`src/rtl/tpp_pkg.sv`:
```
// TFTP packet parser package: limits, opcodes, parse phases, payload tags
// and the result record. Used by every module of the parser; no dependencies.
`default_nettype none

package tpp_pkg;

  localparam int NAME_MAX     = 255;
  localparam int MODE_SIZE    = 16;
  localparam int DATA_MAX     = 512;
  localparam int MESSAGE_SIZE = 256;

  localparam logic [15:0] OP_RRQ  = 16'd1;
  localparam logic [15:0] OP_WRQ  = 16'd2;
  localparam logic [15:0] OP_DATA = 16'd3;
  localparam logic [15:0] OP_ACK  = 16'd4;
  localparam logic [15:0] OP_ERR  = 16'd5;

  localparam logic [2:0] PK_NONE = 3'd0;
  localparam logic [2:0] PK_NAME = 3'd1;
  localparam logic [2:0] PK_MODE = 3'd2;
  localparam logic [2:0] PK_DATA = 3'd3;
  localparam logic [2:0] PK_MSG  = 3'd4;

  // byte count saturates here; all length checks look at values below it
  localparam logic [2:0] BCNT_MAX = 3'd7;

  typedef enum logic [2:0] {
    PH_OPC,
    PH_NAME,
    PH_MODE,
    PH_NUM,
    PH_DATA,
    PH_MSG,
    PH_SKIP
  } phase_t;

  typedef struct packed {
    logic [2:0]  payload_kind;
    logic [7:0]  payload_byte;
    logic [8:0]  payload_index;
    logic        packet_end;
    logic        packet_ok;
    logic [15:0] packet_opcode;
    logic [15:0] number_field;
    logic [7:0]  name_length;
    logic [3:0]  mode_len;
    logic [9:0]  data_len;
    logic [7:0]  msg_len;
  } result_t;

endpackage

`default_nettype wire

```
`src/rtl/tpp_parse.sv`:
```
// Per-byte parse state and the combinational result of one request.
// Depends on tpp_pkg.
`default_nettype none

module tpp_parse
  import tpp_pkg::*;
(
  input  wire logic    clk,
  input  wire logic    rst,
  input  wire logic    accept,
  input  wire logic [7:0] in_byte,
  input  wire logic    last_byte,
  output result_t      res
);

  phase_t      phase, phase_next;
  logic [15:0] opcode_hold, opcode_hold_next;
  logic [2:0]  bcnt, bcnt_next;
  logic [15:0] number_hold, number_hold_next;
  logic [9:0]  field_cnt, field_cnt_next;
  logic [8:0]  name_cnt, name_cnt_next;
  logic [4:0]  mode_cnt, mode_cnt_next;
  logic [1:0]  term_seen, term_seen_next;
  logic        too_long, too_long_next;

  logic [2:0]  kind;
  logic [8:0]  idx;
  logic [9:0]  name_inc;
  logic [6:0]  mode_inc;
  logic [10:0] field_inc;
  logic [15:0] op;
  logic        op_known;
  logic        ok;
  logic        is_byte_zero;

  assign is_byte_zero = (in_byte == 8'd0);
  assign name_inc     = {1'b0, name_cnt} + 10'd1;
  assign mode_inc     = {2'b00, mode_cnt} + 7'd1;
  assign field_inc    = {1'b0, field_cnt} + 11'd1;

  always_comb begin
    phase_next       = phase;
    opcode_hold_next = opcode_hold;
    number_hold_next = number_hold;
    field_cnt_next   = field_cnt;
    name_cnt_next    = name_cnt;
    mode_cnt_next    = mode_cnt;
    term_seen_next   = term_seen;
    too_long_next    = too_long;
    kind             = PK_NONE;
    idx              = 9'd0;
    bcnt_next        = (bcnt == BCNT_MAX) ? BCNT_MAX : bcnt + 3'd1;

    unique case (phase)
      PH_OPC: begin
        opcode_hold_next = {opcode_hold[7:0], in_byte};
        if (bcnt >= 3'd1) begin
          if (opcode_hold_next == OP_RRQ || opcode_hold_next == OP_WRQ) begin
            phase_next = PH_NAME;
          end else if (opcode_hold_next == OP_DATA || opcode_hold_next == OP_ACK ||
                       opcode_hold_next == OP_ERR) begin
            phase_next = PH_NUM;
          end else begin
            phase_next = PH_SKIP;
          end
        end
      end
      PH_NAME: begin
        if (is_byte_zero) begin
          term_seen_next = 2'd1;
          phase_next     = PH_MODE;
        end else begin
          kind = PK_NAME;
          idx  = name_cnt;
          if (name_inc > 10'(NAME_MAX)) too_long_next = 1'b1;
          name_cnt_next = (name_cnt == 9'h1FF) ? name_cnt : name_inc[8:0];
        end
      end
      PH_MODE: begin
        if (is_byte_zero) begin
          term_seen_next = 2'd2;
          phase_next     = PH_SKIP;
        end else begin
          kind = PK_MODE;
          idx  = {4'd0, mode_cnt};
          if (mode_inc >= 7'(MODE_SIZE)) too_long_next = 1'b1;
          mode_cnt_next = (mode_cnt == 5'h1F) ? mode_cnt : mode_inc[4:0];
        end
      end
      PH_NUM: begin
        number_hold_next = {number_hold[7:0], in_byte};
        if (bcnt >= 3'd3) begin
          if (opcode_hold == OP_DATA) begin
            phase_next = PH_DATA;
          end else if (opcode_hold == OP_ERR) begin
            phase_next = PH_MSG;
          end else begin
            phase_next = PH_SKIP;
          end
        end
      end
      PH_DATA: begin
        kind = PK_DATA;
        idx  = field_cnt[9] ? 9'h1FF : field_cnt[8:0];
        if (field_inc > 11'(DATA_MAX)) too_long_next = 1'b1;
        field_cnt_next = (field_cnt == 10'h3FF) ? field_cnt : field_inc[9:0];
      end
      PH_MSG: begin
        if (is_byte_zero) begin
          term_seen_next = 2'd1;
          phase_next     = PH_SKIP;
        end else begin
          kind = PK_MSG;
          idx  = field_cnt[9] ? 9'h1FF : field_cnt[8:0];
          if (field_inc >= 11'(MESSAGE_SIZE)) too_long_next = 1'b1;
          field_cnt_next = (field_cnt == 10'h3FF) ? field_cnt : field_inc[9:0];
        end
      end
      PH_SKIP: begin
      end
      default: begin
      end
    endcase
  end

  // verdict from the updated state
  assign op       = (bcnt_next >= 3'd2) ? opcode_hold_next : 16'd0;
  assign op_known = (op == OP_DATA || op == OP_ACK || op == OP_ERR);

  always_comb begin
    ok = 1'b0;
    if (op == OP_RRQ || op == OP_WRQ) begin
      ok = (bcnt_next >= 3'd6) && (term_seen_next == 2'd2) && !too_long_next;
    end else if (op == OP_DATA) begin
      ok = (bcnt_next >= 3'd4) && !too_long_next;
    end else if (op == OP_ACK) begin
      ok = (bcnt_next == 3'd4);
    end else if (op == OP_ERR) begin
      ok = (bcnt_next >= 3'd5) && (term_seen_next >= 2'd1) && !too_long_next;
    end
  end

  always_comb begin
    res                = '0;
    res.payload_kind   = kind;
    res.payload_byte   = (kind != PK_NONE) ? in_byte : 8'd0;
    res.payload_index  = idx;
    if (last_byte) begin
      res.packet_end     = 1'b1;
      res.packet_ok      = ok;
      res.packet_opcode  = op;
      res.number_field   = (bcnt_next >= 3'd4 && op_known) ? number_hold_next : 16'd0;
      res.name_length    = name_cnt_next[8] ? 8'hFF : name_cnt_next[7:0];
      res.mode_len       = mode_cnt_next[4] ? 4'hF : mode_cnt_next[3:0];
      res.data_len       = (op == OP_DATA) ? field_cnt_next : 10'd0;
      res.msg_len        = (op != OP_ERR) ? 8'd0 :
                           ((field_cnt_next[9:8] != 2'd0) ? 8'hFF : field_cnt_next[7:0]);
    end
  end

  always_ff @(posedge clk) begin
    if (rst || (accept && last_byte)) begin
      phase       <= PH_OPC;
      opcode_hold <= '0;
      bcnt        <= '0;
      number_hold <= '0;
      field_cnt   <= '0;
      name_cnt    <= '0;
      mode_cnt    <= '0;
      term_seen   <= '0;
      too_long    <= 1'b0;
    end else if (accept) begin
      phase       <= phase_next;
      opcode_hold <= opcode_hold_next;
      bcnt        <= bcnt_next;
      number_hold <= number_hold_next;
      field_cnt   <= field_cnt_next;
      name_cnt    <= name_cnt_next;
      mode_cnt    <= mode_cnt_next;
      term_seen   <= term_seen_next;
      too_long    <= too_long_next;
    end
  end

endmodule

`default_nettype wire

```
`src/rtl/tpp_out_buf.sv`:
```
// Two-entry result buffer: output register plus skid entry, so a new
// request is taken while a result waits. Depends on tpp_pkg.
`default_nettype none

module tpp_out_buf
  import tpp_pkg::*;
(
  input  wire logic    clk,
  input  wire logic    rst,
  input  wire logic    push,
  input  wire result_t push_data,
  output logic         can_push,
  output logic         out_valid,
  input  wire logic    out_ready,
  output result_t      out_data
);

  logic    skid_valid;
  result_t skid_data;
  logic    main_free;

  assign can_push  = !skid_valid;
  assign main_free = !out_valid || out_ready;

  always_ff @(posedge clk) begin
    if (rst) begin
      out_valid  <= 1'b0;
      skid_valid <= 1'b0;
    end else if (main_free) begin
      if (skid_valid) begin
        out_valid  <= 1'b1;
        skid_valid <= 1'b0;
      end else begin
        out_valid <= push;
      end
    end else if (push) begin
      skid_valid <= 1'b1;
    end
  end

  always_ff @(posedge clk) begin
    if (main_free) begin
      if (skid_valid) begin
        out_data <= skid_data;
      end else if (push) begin
        out_data <= push_data;
      end
    end else if (push) begin
      skid_data <= push_data;
    end
  end

endmodule

`default_nettype wire

```
`src/rtl/tftp_packet_parser.sv`:
```
// TFTP packet parser top level: byte parser feeding a two-entry result buffer.
// Depends on tpp_pkg, tpp_parse and tpp_out_buf.
//
//   channel | handshake            | payload
//   --------+----------------------+---------------------------------------
//   in      | in_valid / in_ready  | in_byte, last_byte
//   out     | out_valid/ out_ready | payload_*, packet_*, number_field, name_length, *_len
//
// One request per cycle while in_ready is high; each result is registered in the output
// register, or first in the skid entry while the output stalls; the parse stage is combinational.
// in_ready drops only when both buffer entries hold results.
// Synchronous reset returns the parser to the start of a packet and empties
// the buffer; a last_byte request does the same for the parse state.
`default_nettype none

module tftp_packet_parser
  import tpp_pkg::*;
(
  input  wire logic        clk,
  input  wire logic        rst,
  input  wire logic        in_valid,
  output logic             in_ready,
  input  wire logic [7:0]  in_byte,
  input  wire logic        last_byte,
  output logic             out_valid,
  input  wire logic        out_ready,
  output logic [2:0]       payload_kind,
  output logic [7:0]       payload_byte,
  output logic [8:0]       payload_index,
  output logic             packet_end,
  output logic             packet_ok,
  output logic [15:0]      packet_opcode,
  output logic [15:0]      number_field,
  output logic [7:0]       name_length,
  output logic [3:0]       mode_len,
  output logic [9:0]       data_len,
  output logic [7:0]       msg_len
);

  logic    accept;
  result_t res;
  result_t out_data;

  assign accept = in_valid && in_ready;

  tpp_parse u_parse (
    .clk       (clk),
    .rst       (rst),
    .accept    (accept),
    .in_byte   (in_byte),
    .last_byte (last_byte),
    .res       (res)
  );

  tpp_out_buf u_out_buf (
    .clk       (clk),
    .rst       (rst),
    .push      (accept),
    .push_data (res),
    .can_push  (in_ready),
    .out_valid (out_valid),
    .out_ready (out_ready),
    .out_data  (out_data)
  );

  assign payload_kind   = out_data.payload_kind;
  assign payload_byte   = out_data.payload_byte;
  assign payload_index  = out_data.payload_index;
  assign packet_end     = out_data.packet_end;
  assign packet_ok      = out_data.packet_ok;
  assign packet_opcode  = out_data.packet_opcode;
  assign number_field   = out_data.number_field;
  assign name_length    = out_data.name_length;
  assign mode_len       = out_data.mode_len;
  assign data_len       = out_data.data_len;
  assign msg_len        = out_data.msg_len;

endmodule

`default_nettype wire

```
`config.mk`:
```
export PLATFORM = sky130hd
export DESIGN_NAME = tftp_packet_parser
export DESIGN_NICKNAME = d
export VERILOG_FILES = /design/src/rtl/tpp_pkg.sv /design/src/rtl/tpp_parse.sv /design/src/rtl/tpp_out_buf.sv /design/src/rtl/tftp_packet_parser.sv
export SDC_FILE = /design/constraint.sdc
export NUM_CORES = 1
export LEC_CHECK = 0
export ABC_CLOCK_PERIOD_IN_PS = 6550
export BUFFER_PORTS_ARGS = -buffer_cell sky130_fd_sc_hd__buf_2
export CORE_MARGIN = 2
export CORE_UTILIZATION = 40
export DETAILED_ROUTE_END_ITERATION = 12
export MAX_ROUTING_LAYER = met4
export PLACE_DENSITY_LB_ADDON = 0.3
export SYNTH_ARGS = -nofsm -noshare
export SYNTH_HDL_FRONTEND = slang
export SYNTH_SLANG_ARGS = --single-unit
```
`constraint.sdc`:
```
create_clock -name clk -period 6.55 [get_ports clk]
set_clock_uncertainty 0.15 [all_clocks]
set_input_delay 0 -clock clk [delete_from_list [all_inputs] [get_ports clk]]
set_output_delay 0 -clock clk [all_outputs]
set_load 0.01 [all_outputs]
```
==> out/metrics.yaml, run 1 <==
run_status:
  status: "finished clean"
worst_setup_path:
  crit_path_start_kind: "flip-flop"
  crit_chain: "inv_1 > buf_4 > nand2_1 > nor2_4 > buf_4"
  slowest_stage: "buf_4"
  crit-reg2reg-launch: "u_out_buf.skid_valid"
  cpLargestDelayFamily: "buffers and inverters"
  rr_worst_depth: 5
  r2r_slack_ns: 3.33
  worstPathRequired_ns: 6.53
  crit_buf_inv: 3
  worst_ep_arrival_time_ns: 3.21
  path_max_fanout: 69
  critPathCaptureType: "flip-flop"
  rr_endpoint: "u_out_buf.skid_data[11]"
  critPathKind: "reg2reg"
  path_common_cell: "buf_4"
  slowest_delay_ns: 0.84
synthesis:
  syn_nets: 1012
  synthCells: 988
  syn_area_mm2: 0.0110
  synth_flop_cell: "edfxtp_1"
  ys_ff_latch: 235
  yosysUniqueCellTypes: 74
  yosysSeqAreaShare_pct: 58.0
  synthArstFlopShare_pct: 0
  syn_area_per_cell_um2: 11.1
  synth_enable_flop_cells: 168
  ys_warn_count: 0
floorplan:
  die_area_mm2: 0.0289
  initial_utilization_pct: 40.8
  die_x_um: 170
  ios: 99
  rows: 60
  die_y_um: 170
  core_mm2: 0.0270
power:
  p_seq_share_pct: 49.7
  p_sw_mw: 0.842
  p_clk_share_pct: 39.9
  leakage_nw: 4.45
  power.density_mw_per_mm2: 270
  p_sw_share_pct: 24.6
  power.internal_mw: 2.57
  pwr-share-comb_pct: 10.4
  ir_drop_mv: 0.171
sta:
  fin_crit_sh_pct: 49.2
  fin_setup_tns_ns: 0
  drv_slew: 0
  setup_viol: 0
  min_period_ns: 3.22
  rsz0062_at_grt: "no"
  finalHoldViolations: 0
  hold_ws_ns: 0.0384
  worst_pin_slew_ns: 1.19
  clock.fmax_ghz: 0.310
  max_slew_margin_pct: 20.3
global_route:
  use_met1_pct: 23.8
  grt_start_max_net_pins: 95
  grt_pass1_vias: 7159
  grt_first_pass_wirelength_um: 38500
  gr-usage-all-layers_pct: 17.1
  grt.busiest_layer: "met2"
  gr-usage-met2_pct: 26.8
  antenna_found_initial: 0
  use_met3_pct: 2.35
  grt_remaining_overflow: 0
clock_network:
  cts-root-buf: "clkbuf_16"
  clkSinkCount: 235
  cts_resized: 0
  postCtsSetupBuffers: 0
  clk_path_buf_depth: 3
  insertion_delay_ns: 0.51
  cts_buffers: 25
  tritoncts: "built"
  path_clk_slew_ns: 0.06
  htree_levels: 1
  ctsHoldBuffers: 13
route:
  routed_via_density: 5.39
  dr_total_vias: 7652
  ant_nets: 0
  drt-initial-drc-count: 661
  firstDrtPassIters: 5
  route.detailed.drc: 0
  totalWireLength_um: 24400
  routedWlPerCell_um: 17.2
placement:
  io_buffer_count: 98
  place_hpwl_um: 15700
  place_congestion: 0.900
hold_path:
  hold_path_startpoint: "out_ready"
  hold_end: "u_out_buf.skid_data[27]"
  holdPathStages: 3
  hp-class: "in2reg"
final_layout:
  drive_above_1_share_pct: 21.5
  syn2layout_area_growth_pct: 14.7
  antenna_cells: 0
  nets: 1084
run:
  maxCapViolCount: 0
-- registers in the layout, summed over array words and instances, names as in the netlist --
register,count
u_parse.opcode_hold,16
u_parse.too_long,1
u_out_buf.out_valid,1
u_parse.term_seen,2
u_parse.bcnt,3
u_out_buf.skid_valid,1
u_out_buf.skid_data,84
u_parse.phase,3
u_parse.number_hold,16
u_out_buf.out_data,84
u_parse.mode_cnt,5
u_parse.field_cnt,10
u_parse.name_cnt,9
-- metrics by stage --
stage | area [µm²] | setup slack (ns) | utilization (%) | power, mW | instances
3_3_place_gp | 11700 | 3.30 | 43.4 | 2.08 | 1361
6_report | 12600 | 3.33 | 46.9 | 3.42 | 1420
4_1_cts | 12600 | 3.22 | 46.9 | 3.45 | 1420
2_1_floorplan | 11000 | 1.66 | - | 1.97 | 988
3_5_place_dp | 11700 | 3.25 | 43.4 | 2.08 | 1361
5_1_grt | 12600 | 2.99 | 46.9 | 3.55 | 1420
-- placed cells by master, fill, tap and decap left out, types with 25 or more instances in the layout --
master / synthesis / layout
o31ai_1: 48 / 47
a21oi_1: 60 / 60
mux2i_1: 38 / 38
o21ai_0: 29 / 29
dfxtp_1: 67 / 66
buf_2: 16 / 98
nand2_1: 149 / 149
mux2_2: 40 / 40
nor2_1: 92 / 91
edfxtp_1: 168 / 168
clkbuf_16: 0 / 25
-- cells in the mapped netlist (10+ instances only) --
cell	n	share of area, %
ha_1	11	1.3
o31ai_1	48	3.3
a21oi_1	60	2.7
nor2_1	92	3.1
mux2i_1	38	3.5
clkbuf_1	49	1.7
inv_1	11	0.38
a211oi_1	10	0.68
buf_2	16	0.73
xnor2_1	12	0.95
dfxtp_1	67	12
mux2_2	40	4.1
xor2_1	13	1.0
nand3_1	14	0.64
nor3_1	15	0.68
nand2_1	149	5.1
edfxtp_1	168	46
o21ai_0	29	1.3
and2_1	11	0.63
-- per-layer routing --
metal	vias to the layer above	wire length, µm
met2	206	11400
met1	3669	11500
met5	-	0
met3	32	1170
met4	0	384
li1	3745	-
-- cell type report --
type	instances	area, µm²
Tap cell	341	427
Sequential cell	235	6390
Clock buffer	31	688
Timing Repair Buffer	121	696
Multi-Input combinational cell	666	4280
Inverter	11	41.3
Fill cell	2445	14300
Clock inverter	15	111
-- logic make-up (layout without fill, tap and decap cells) --
kind of cell	count (synthesis)	after routing	synth area share (%)
and+or+nand+nor	346	346	14.9
DFF	235	235	58.0
AOI/OAI and AO/OA	205	205	12.8
buffers and inverters	87	178	3.39
muxes	79	79	7.65
xor gates and xnor gates	25	25	1.99
adders and majority gates	11	11	1.25
-- worst register-to-register path, cell delays in order (launching register included) --
cell and delay (ns):
dfxtp_2 0.32, inv_1 0.04, buf_4 0.44, nand2_1 0.45, nor2_4 0.55, buf_4 0.85
-- power groups by stage --
| stage | Combinational (mW) | Sequential (mW) | Clock (mW) |
|---|---|---|---|
| 3_5_place_dp | 0.350 | 1.73 | 0 |
| 3_3_place_gp | 0.349 | 1.73 | 0 |
| 4_1_cts | 0.358 | 1.70 | 1.39 |
| 2_1_floorplan | 0.233 | 1.73 | 0 |
| 6_report | 0.356 | 1.70 | 1.36 |
| 5_1_grt | 0.390 | 1.71 | 1.45 |
-- worst max path at each step --
stage                               to            startpoint  cells after the start
5_1_grt        u_out_buf.skid_data[75]  u_out_buf.skid_valid                      5
2_1_floorplan   u_out_buf.skid_data[0]  u_out_buf.skid_valid                      4
3_5_place_dp   u_out_buf.skid_data[41]  u_out_buf.skid_valid                      5
3_3_place_gp   u_out_buf.skid_data[34]  u_out_buf.skid_valid                      5
6_report       u_out_buf.skid_data[11]  u_out_buf.skid_valid                      5
4_1_cts        u_out_buf.skid_data[11]  u_out_buf.skid_valid                      5
Power figures use the tool's default switching activity.
==> inputs of run 2 (changes only) <==
--- a/config.mk
+++ b/config.mk
@@ -5,7 +5,7 @@
 export SDC_FILE = /design/constraint.sdc
 export NUM_CORES = 1
 export LEC_CHECK = 0
-export ABC_CLOCK_PERIOD_IN_PS = 6550
+export ABC_CLOCK_PERIOD_IN_PS = 2610
 export BUFFER_PORTS_ARGS = -buffer_cell sky130_fd_sc_hd__buf_2
 export CORE_MARGIN = 2
 export CORE_UTILIZATION = 40
==> constraint.sdc (replaced) <==
create_clock -name clk -period 2.61 [get_ports clk]
set_clock_uncertainty 0.15 [all_clocks]
set_input_delay 0 -clock clk [delete_from_list [all_inputs] [get_ports clk]]
set_output_delay 0 -clock clk [all_outputs]
set_load 0.01 [all_outputs]
==> run 2 against run 1 <==
Net effect:
- worst setup slack got worse by 3.3 ns
- sequential share of layout area down 3.0 points
- global-route usage increased by 1.1 points
- clock-buffer cell count unchanged
- worst hold slack got worse by 0.014 ns
- via count rose by 4.5%
- first-iteration DRC count down 9.5%
- largest power group unchanged
- highest routed layer unchanged
==> out/metrics.yaml, run 2 (synthesis gave the netlist of run 1 again) <==
run_status:
  status: "finished clean"
sta:
  fin_crit_sh_pct: 98.3  # +49 points
  worst_slack_ns: 0.0451  # -3.28 ns
  drv_slew: 0  # unchanged
  rsz0062_at_grt: "yes"
  finalHoldViolations: 0  # unchanged
  max_slew_margin_pct: 49.6  # +29 points
  worst_pin_slew_ns: 0.756  # -0.435 ns
  min_period_ns: 2.56  # -0.658 ns
  setup_viol: 0  # unchanged
  clock.fmax_ghz: 0.390  # +26%
clock_network:
  cts_buffers: 24  # -4.0%
  insertion_delay_ns: 0.52  # about the same
  clk_path_buf_depth: 3  # unchanged
  tritoncts: "built"
  cts-root-buf: "clkbuf_16"
  htree_levels: 1  # unchanged
  clkSinkCount: 235  # unchanged
  path_clk_slew_ns: 0.07  # about the same
floorplan:
  ios: 99  # unchanged
  rows: 60  # unchanged
  die_area_mm2: 0.0289  # unchanged
  die_y_um: 170  # unchanged
  initial_utilization_pct: 40.8  # unchanged
  core_mm2: 0.0270  # unchanged
  die_x_um: 170  # unchanged
hold_path:
  hold_path_startpoint: "out_ready"
  hp-class: "in2reg"
  holdPathStages: 3  # unchanged
  hold_end: "u_out_buf.skid_data[74]"
final_layout:
  layout_common_cells: "168 x edfxtp_1, 149 x nand2_1, 98 x buf_2, 93 x buf_4, 91 x nor2_1"
  nets: 1172  # +8.1%
  stdcell_count: 1507  # +6.1%
  drive_above_1_share_pct: 28.8  # +7.3 points
  antenna_cells: 0  # unchanged
  top_regs: "u_out_buf.out_data (84), u_out_buf.skid_data (84)"
  syn2layout_area_growth_pct: 22.1
  fillers: 2375  # -2.9%
  final_common_cell: "edfxtp_1"
route:
  routedWlPerCell_um: 17.2  # +0.11%
  routed_via_density: 5.31  # -1.5%
  ant_nets: 0  # unchanged
  drt-initial-drc-count: 598  # -9.5%
  totalWireLength_um: 25900  # +6.2%
  route.detailed.drc: 0  # unchanged
  firstDrtPassIters: 5  # unchanged
  dr_total_vias: 7995  # +4.5%
worst_setup_path:
  worst_ep_arrival_time_ns: 2.69  # -0.52 ns
  crit_path_start_kind: "flip-flop"
  critPathKind: "reg2reg"
  path_max_fanout: 7  # -90%
  crit_start: "u_parse.name_cnt[3]"
  critPathCaptureType: "flip-flop"
  rr_worst_depth: 11  # +6
  crit-reg2reg-launch: "u_parse.name_cnt[3]"
  worstPathRequired_ns: 2.74  # -3.79 ns
  r2r_slack_ns: 0.05  # -3.28 ns
  rr_endpoint: "u_out_buf.out_data[29]"
global_route:
  grt_first_pass_wirelength_um: 40900  # +6.2%
  antenna_found_initial: 0  # unchanged
  grt_remaining_overflow: 0  # unchanged
  grt_pass1_vias: 7497  # +4.7%
  gr-usage-all-layers_pct: 18.2  # +1.1 points
  grt_start_max_net_pins: 56  # -41%
placement:
  place_congestion: 0.918  # +1.9%
  io_buffer_count: 98  # unchanged
  place_ws_ns: 0.0361  # -3.21 ns
  place_hpwl_um: 17400  # +11%
  placed_cells: 1443  # +6.0%
power:
  leakage_nw: 4.93  # +11%
  power.density_mw_per_mm2: 634  # +130%
  ir_drop_mv: 0.426  # +150%
run:
  maxCapViolCount: 0  # unchanged
[run 2: worst max path at each step]
stage	endpoint	depth (start not counted)
after global routing	u_out_buf.out_data[29]	11
after CTS	u_out_buf.out_data[62]	8
final	u_out_buf.out_data[29]	11
after floorplan	u_out_buf.out_data[28]	11
after global placement	u_out_buf.out_data[62]	7
after detailed placement	u_out_buf.out_data[27]	11
[run 2: area by class of cell]
type	count	area, µm²	area share [%]
sequential	235	6390	47.6
timing repair buffer	210	1440	10.7
clock buffer	31	648	4.82
clock inverter	13	82.6	0.614
multi-input combinational	666	4410	32.8
inverter	11	41.3	0.307
tap	341	427	3.17
[run 2: layer usage]
layer / part of all wire (%) / global-route usage [%] / wire, µm
met2: 47 / 29.1 / 12200
met4: 1.6 / 3.90 / 407
met3: 4.1 / 2.35 / 1070
met1: 47 / 25.2 / 12300
met5: 0 / - / 0
[run 2: power by group]
| part | leakage, nW | switching (mW) | internal (mW) |
|---|---|---|---|
| registers | 2.19 | 0.0715 | 4.16 |
| logic | 2.38 | 0.637 | 0.427 |
| clock network | 0.354 | 1.45 | 1.77 |
| total | 4.93 | 2.16 | 6.36 |
[run 2: stage by stage]
| stage | setup TNS (ns) | utilization [%] | hold slack, ns | power [mW] | cell area, µm² |
|---|---|---|---|---|---|
| 2_1_floorplan | -0.00372 | - | -0.0809 | 4.93 | 11000 |
| 3_3_place_gp | 0 | 46.0 | 0.0623 | 5.33 | 12400 |
| 3_5_place_dp | 0 | 46.0 | 0.0587 | 5.34 | 12400 |
| 4_1_cts | 0 | 49.2 | 0.0117 | 8.59 | 13300 |
| 5_1_grt | -0.202 | 49.9 | 0.0629 | 8.87 | 13400 |
| 6_report | 0 | 49.9 | 0.0248 | 8.52 | 13400 |
[run 2: worst max-delay path, stage by stage, from the launching register on]
cell	delay, ns
dfxtp_2	0.32
and4_1	0.21
nand4_1	0.09
inv_1	0.05
ha_2	0.17
a2111oi_4	0.32
buf_4	0.20
nand4_4	0.15
nor2_4	0.18
xnor2_2	0.13
a21boi_2	0.08
mux2_4	0.26
[run 2: what timing repair did]
item                                    4_1_cts  5_1_grt
hold endpoints to repair                     89        0
gates resized for setup                       0       30
endpoints found under the setup margin        0       50
buffers inserted                              0        7
hold buffers                                 13        0
==> inputs of run 3 (changes only) <==
--- a/config.mk
+++ b/config.mk
@@ -14,4 +14,5 @@
 export PLACE_DENSITY_LB_ADDON = 0.3
 export SYNTH_ARGS = -nofsm -noshare
 export SYNTH_HDL_FRONTEND = slang
+export SYNTH_HIERARCHICAL = 1
 export SYNTH_SLANG_ARGS = --single-unit
==> constraint.sdc (replaced) <==
create_clock -name clk -period 2.61 [get_ports clk]
set_clock_uncertainty 0.15 [all_clocks]
set_input_delay 0.261 -clock clk [delete_from_list [all_inputs] [get_ports clk]]
set_output_delay 0.261 -clock clk [all_outputs]
set_load 0.01 [all_outputs]
==> run 3 against run 2 <==
Net effect:
- combinational power grew 14%
- sequential cell count unchanged
- sequential share of layout area up 0.55 points
- die area fell by 0.14%
- global-route usage fell by 0.28 points
- critical path type unchanged
- critical endpoint is now u_out_buf/out_data[24]
==> out/metrics.yaml, run 3 <==
run_status:
  status: "finished clean"
worst_setup_path:
  crit_path_start_kind: "flip-flop"
  worstPathRequired_ns: 2.72  # -0.02 ns
  cpLargestDelayFamily: "simple AND/OR/NAND/NOR gates"
  slowest_stage: "dfxtp_2"
  worst_ep_arrival_time_ns: 2.62  # -0.07 ns
  crit_buf_inv: 2  # unchanged
  slowest_delay_ns: 0.32  # about the same
  crit_chain: "ha_2 > and3_4 > and3_4 > nand3_2 > inv_2 > ha_4 > a2111oi_4 > buf_4 > nand2_1 > xor2_1 > a21boi_1 > mux2_2"
  path_max_fanout: 7  # unchanged
  path_common_cell: "and3_4"
  critPathKind: "reg2reg"
  critPathCaptureType: "flip-flop"
floorplan:
  die_area_mm2: 0.0288  # -0.14%
  ios: 99  # unchanged
  core_mm2: 0.0270  # unchanged
  initial_utilization_pct: 40.8  # -0.060 points
  die_y_um: 170  # about the same
  rows: 60  # unchanged
  die_x_um: 170  # about the same
synthesis:
  synthCells: 961  # -2.7%
  synth.most_common_cell: "nand2_1"
  syn_area_mm2: 0.0110  # -0.15%
  synth_enable_flop_cells: 168  # unchanged
  yosysSeqAreaShare_pct: 58.1  # +0.086 points
  synth_top_area_share_pct: 45.9  # +0.068 points
  ys_top_cells_by_area: "edfxtp_1 46%, dfxtp_1 12%, nand2_1 5.8%"
  synth_top_cell_by_area: "edfxtp_1"
  yosysUniqueCellTypes: 71  # -4.1%
  synthArstFlopShare_pct: 0  # unchanged
  ys_warn_count: 6  # +6
  syn_nets: 985  # -2.7%
  ys_ff_latch: 235  # unchanged
  synth_flop_cell: "edfxtp_1"
  syn_area_per_cell_um2: 11.4  # +2.7%
  synth_commonest_cells: "169 x nand2_1, 168 x edfxtp_1, 90 x a21oi_1"
power:
  ir_drop_mv: 0.422  # -1.1%
  total_power_mw: 8.87  # +4.1%
  leakage_nw: 4.78  # -3.1%
  power.density_mw_per_mm2: 668  # +5.3%
sta:
  fin_setup_tns_ns: 0  # unchanged
  setup_viol: 0  # unchanged
  max_slew_margin_pct: 55.2  # +5.6 points
  drv_slew: 0  # unchanged
  finalHoldViolations: 0  # unchanged
  fin_crit_sh_pct: 96.3  # -1.9 points
  clock.fmax_ghz: 0.398  # +2.0%
  rsz0062_at_grt: "yes"
  worst_pin_slew_ns: 0.667  # -0.0890 ns
  min_period_ns: 2.51  # -0.0507 ns
placement:
  io_buffer_count: 98  # unchanged
  place_area_mm2: 0.0123  # -0.46%
  placed_cells: 1420  # -1.6%
  place_congestion: 0.856  # -6.7%
  place_hpwl_um: 16800  # -3.2%
clock_network:
  clkSinkCount: 235  # unchanged
  tritoncts: "built"
  path_clk_slew_ns: 0.06  # about the same
  htree_levels: 1  # unchanged
  cts_buffers: 25  # +4.2%
  cts-root-buf: "clkbuf_16"
  insertion_delay_ns: 0.52  # about the same
  clk_path_buf_depth: 3  # unchanged
final_layout:
  layout_common_cells: "169 x nand2_1, 168 x edfxtp_1, 98 x buf_2, 87 x a21oi_1, 80 x buf_4"
  design_area_mm2: 0.0133  # -1.1%
  top_regs: "u_out_buf/out_data (84), u_out_buf/skid_data (84)"
  final_core_util_pct: 49.3  # -0.57 points
  nets: 1137  # -3.0%
  drive_above_1_share_pct: 31.0  # +2.2 points
  seq_area_mm2: 0.00639  # unchanged
  multi_input_area_mm2: 0.00437  # -0.77%
  stdcell_count: 1474  # -2.2%
  syn2layout_area_growth_pct: 20.9
  fillers: 2412  # +1.6%
  final_common_cell: "nand2_1"
route:
  highest_layer: "met4"
  routed_via_density: 5.28  # -0.54%
  totalWireLength_um: 25600  # -1.3%
  met3_length_um: 1380  # +29%
  wl_met2_um: 11000  # -9.6%
  route.detailed.drc: 0  # unchanged
  drt-initial-drc-count: 600  # +0.33%
  ant_nets: 0  # unchanged
  firstDrtPassIters: 5  # unchanged
  dr_total_vias: 7778  # -2.7%
  routedWlPerCell_um: 17.4  # +0.92%
  wl_met1_um: 12900  # +4.7%
run:
  maxCapViolCount: 0  # unchanged
hold_path:
  hp-class: "in2reg"
global_route:
  grt_pass1_vias: 7324  # -2.3%
  grt_first_pass_wirelength_um: 40400  # -1.4%
  antenna_found_initial: 1  # +1
  gr-usage-all-layers_pct: 18.0  # -0.28 points
  grt_remaining_overflow: 0  # unchanged
  grt_start_max_net_pins: 86  # +54%
## run 3: changes by cell type in the layout (fill, tap and decap cells not counted), sizes merged, moves of 7 or more
cell,delta
xor2,+8
dlygate4sd3,-7
nand3,+7
a21oi,+20
nor2,-31
mux2,+48
mux2i,-31
nand2,+19
buf,-14
o31ai,-45
## run 3: what timing repair did
| action | in CTS | in global routing |
|---|---|---|
| hold endpoints to repair | 6 | 0 |
| pin swaps | 0 | 7 |
| endpoints found under the setup margin | 5 | 40 |
| setup buffers | 0 | 1 |
| hold buffers | 6 | 0 |
| gates resized for setup | 5 | 21 |
## run 3: final timing paths
path	from	slack, ns	end	cells past startpoint
max	u_parse/name_cnt[0]	0.1	u_out_buf/out_data[24]	12
min	in_byte[4]	0.02	u_parse/opcode_hold[4]	4
max reg2reg	u_parse/name_cnt[0]	0.1	u_out_buf/out_data[24]	12
min reg2reg	u_parse/number_hold[12]	0.31	u_parse/number_hold[12]	2
## run 3: worst reg2reg max path, stage by stage (launching register included)
cell	delay, ns
dfxtp_2	0.32
ha_2	0.18
and3_4	0.18
and3_4	0.18
nand3_2	0.08
inv_2	0.05
ha_4	0.17
a2111oi_4	0.18
buf_4	0.20
nand2_1	0.07
xor2_1	0.14
a21boi_1	0.09
mux2_2	0.28
## run 3: kinds of logic after synthesis
| kind of cell | count (synthesis) | synth area share, % |
|---|---|---|
| and+or+nand+nor | 338 | 14.1 |
| DFF | 235 | 58.1 |
| AOI/OAI and AO/OA | 171 | 9.32 |
| muxes | 96 | 11.1 |
| buffers and inverters | 77 | 3.51 |
| xor gates and xnor gates | 32 | 2.55 |
| adders and majority gates | 12 | 1.34 |
## run 3: per-stage QoR
step	setup WS, ns	hold WS (ns)
6_report	0.0959	0.0203
3_3_place_gp	-0.0175	0.292
2_1_floorplan	-0.289	0.180
3_5_place_dp	-0.0399	0.299
5_1_grt	-0.0469	0.0185
4_1_cts	0.00103	0.00181
## run 3: area by class of cell
type | instances | area share (%)
Sequential cell | 235 | 48.1
Clock buffer | 37 | 5.35
Multi-Input combinational cell | 649 | 32.9
Antenna cell | 1 | 0.0188
Tap cell | 341 | 3.21
Inverter | 13 | 0.405
Clock inverter | 9 | 0.556
Timing Repair Buffer | 189 | 9.42
## run 3: where the power goes
part | switching, mW | leakage [nW] | total (mW) | internal (mW)
Combinational | 0.733 | 2.22 | 1.21 | 0.473
Clock | 1.42 | 0.386 | 3.40 | 1.98
Sequential | 0.0770 | 2.17 | 4.27 | 4.19
## run 3: layer usage
layer | global-route usage [%] | vias to the layer above
met2 | 26.0 | 223
met3 | 2.38 | 30
met4 | 3.64 | 0
met1 | 27.0 | 3755
met5 | - | -
li1 | - | 3770
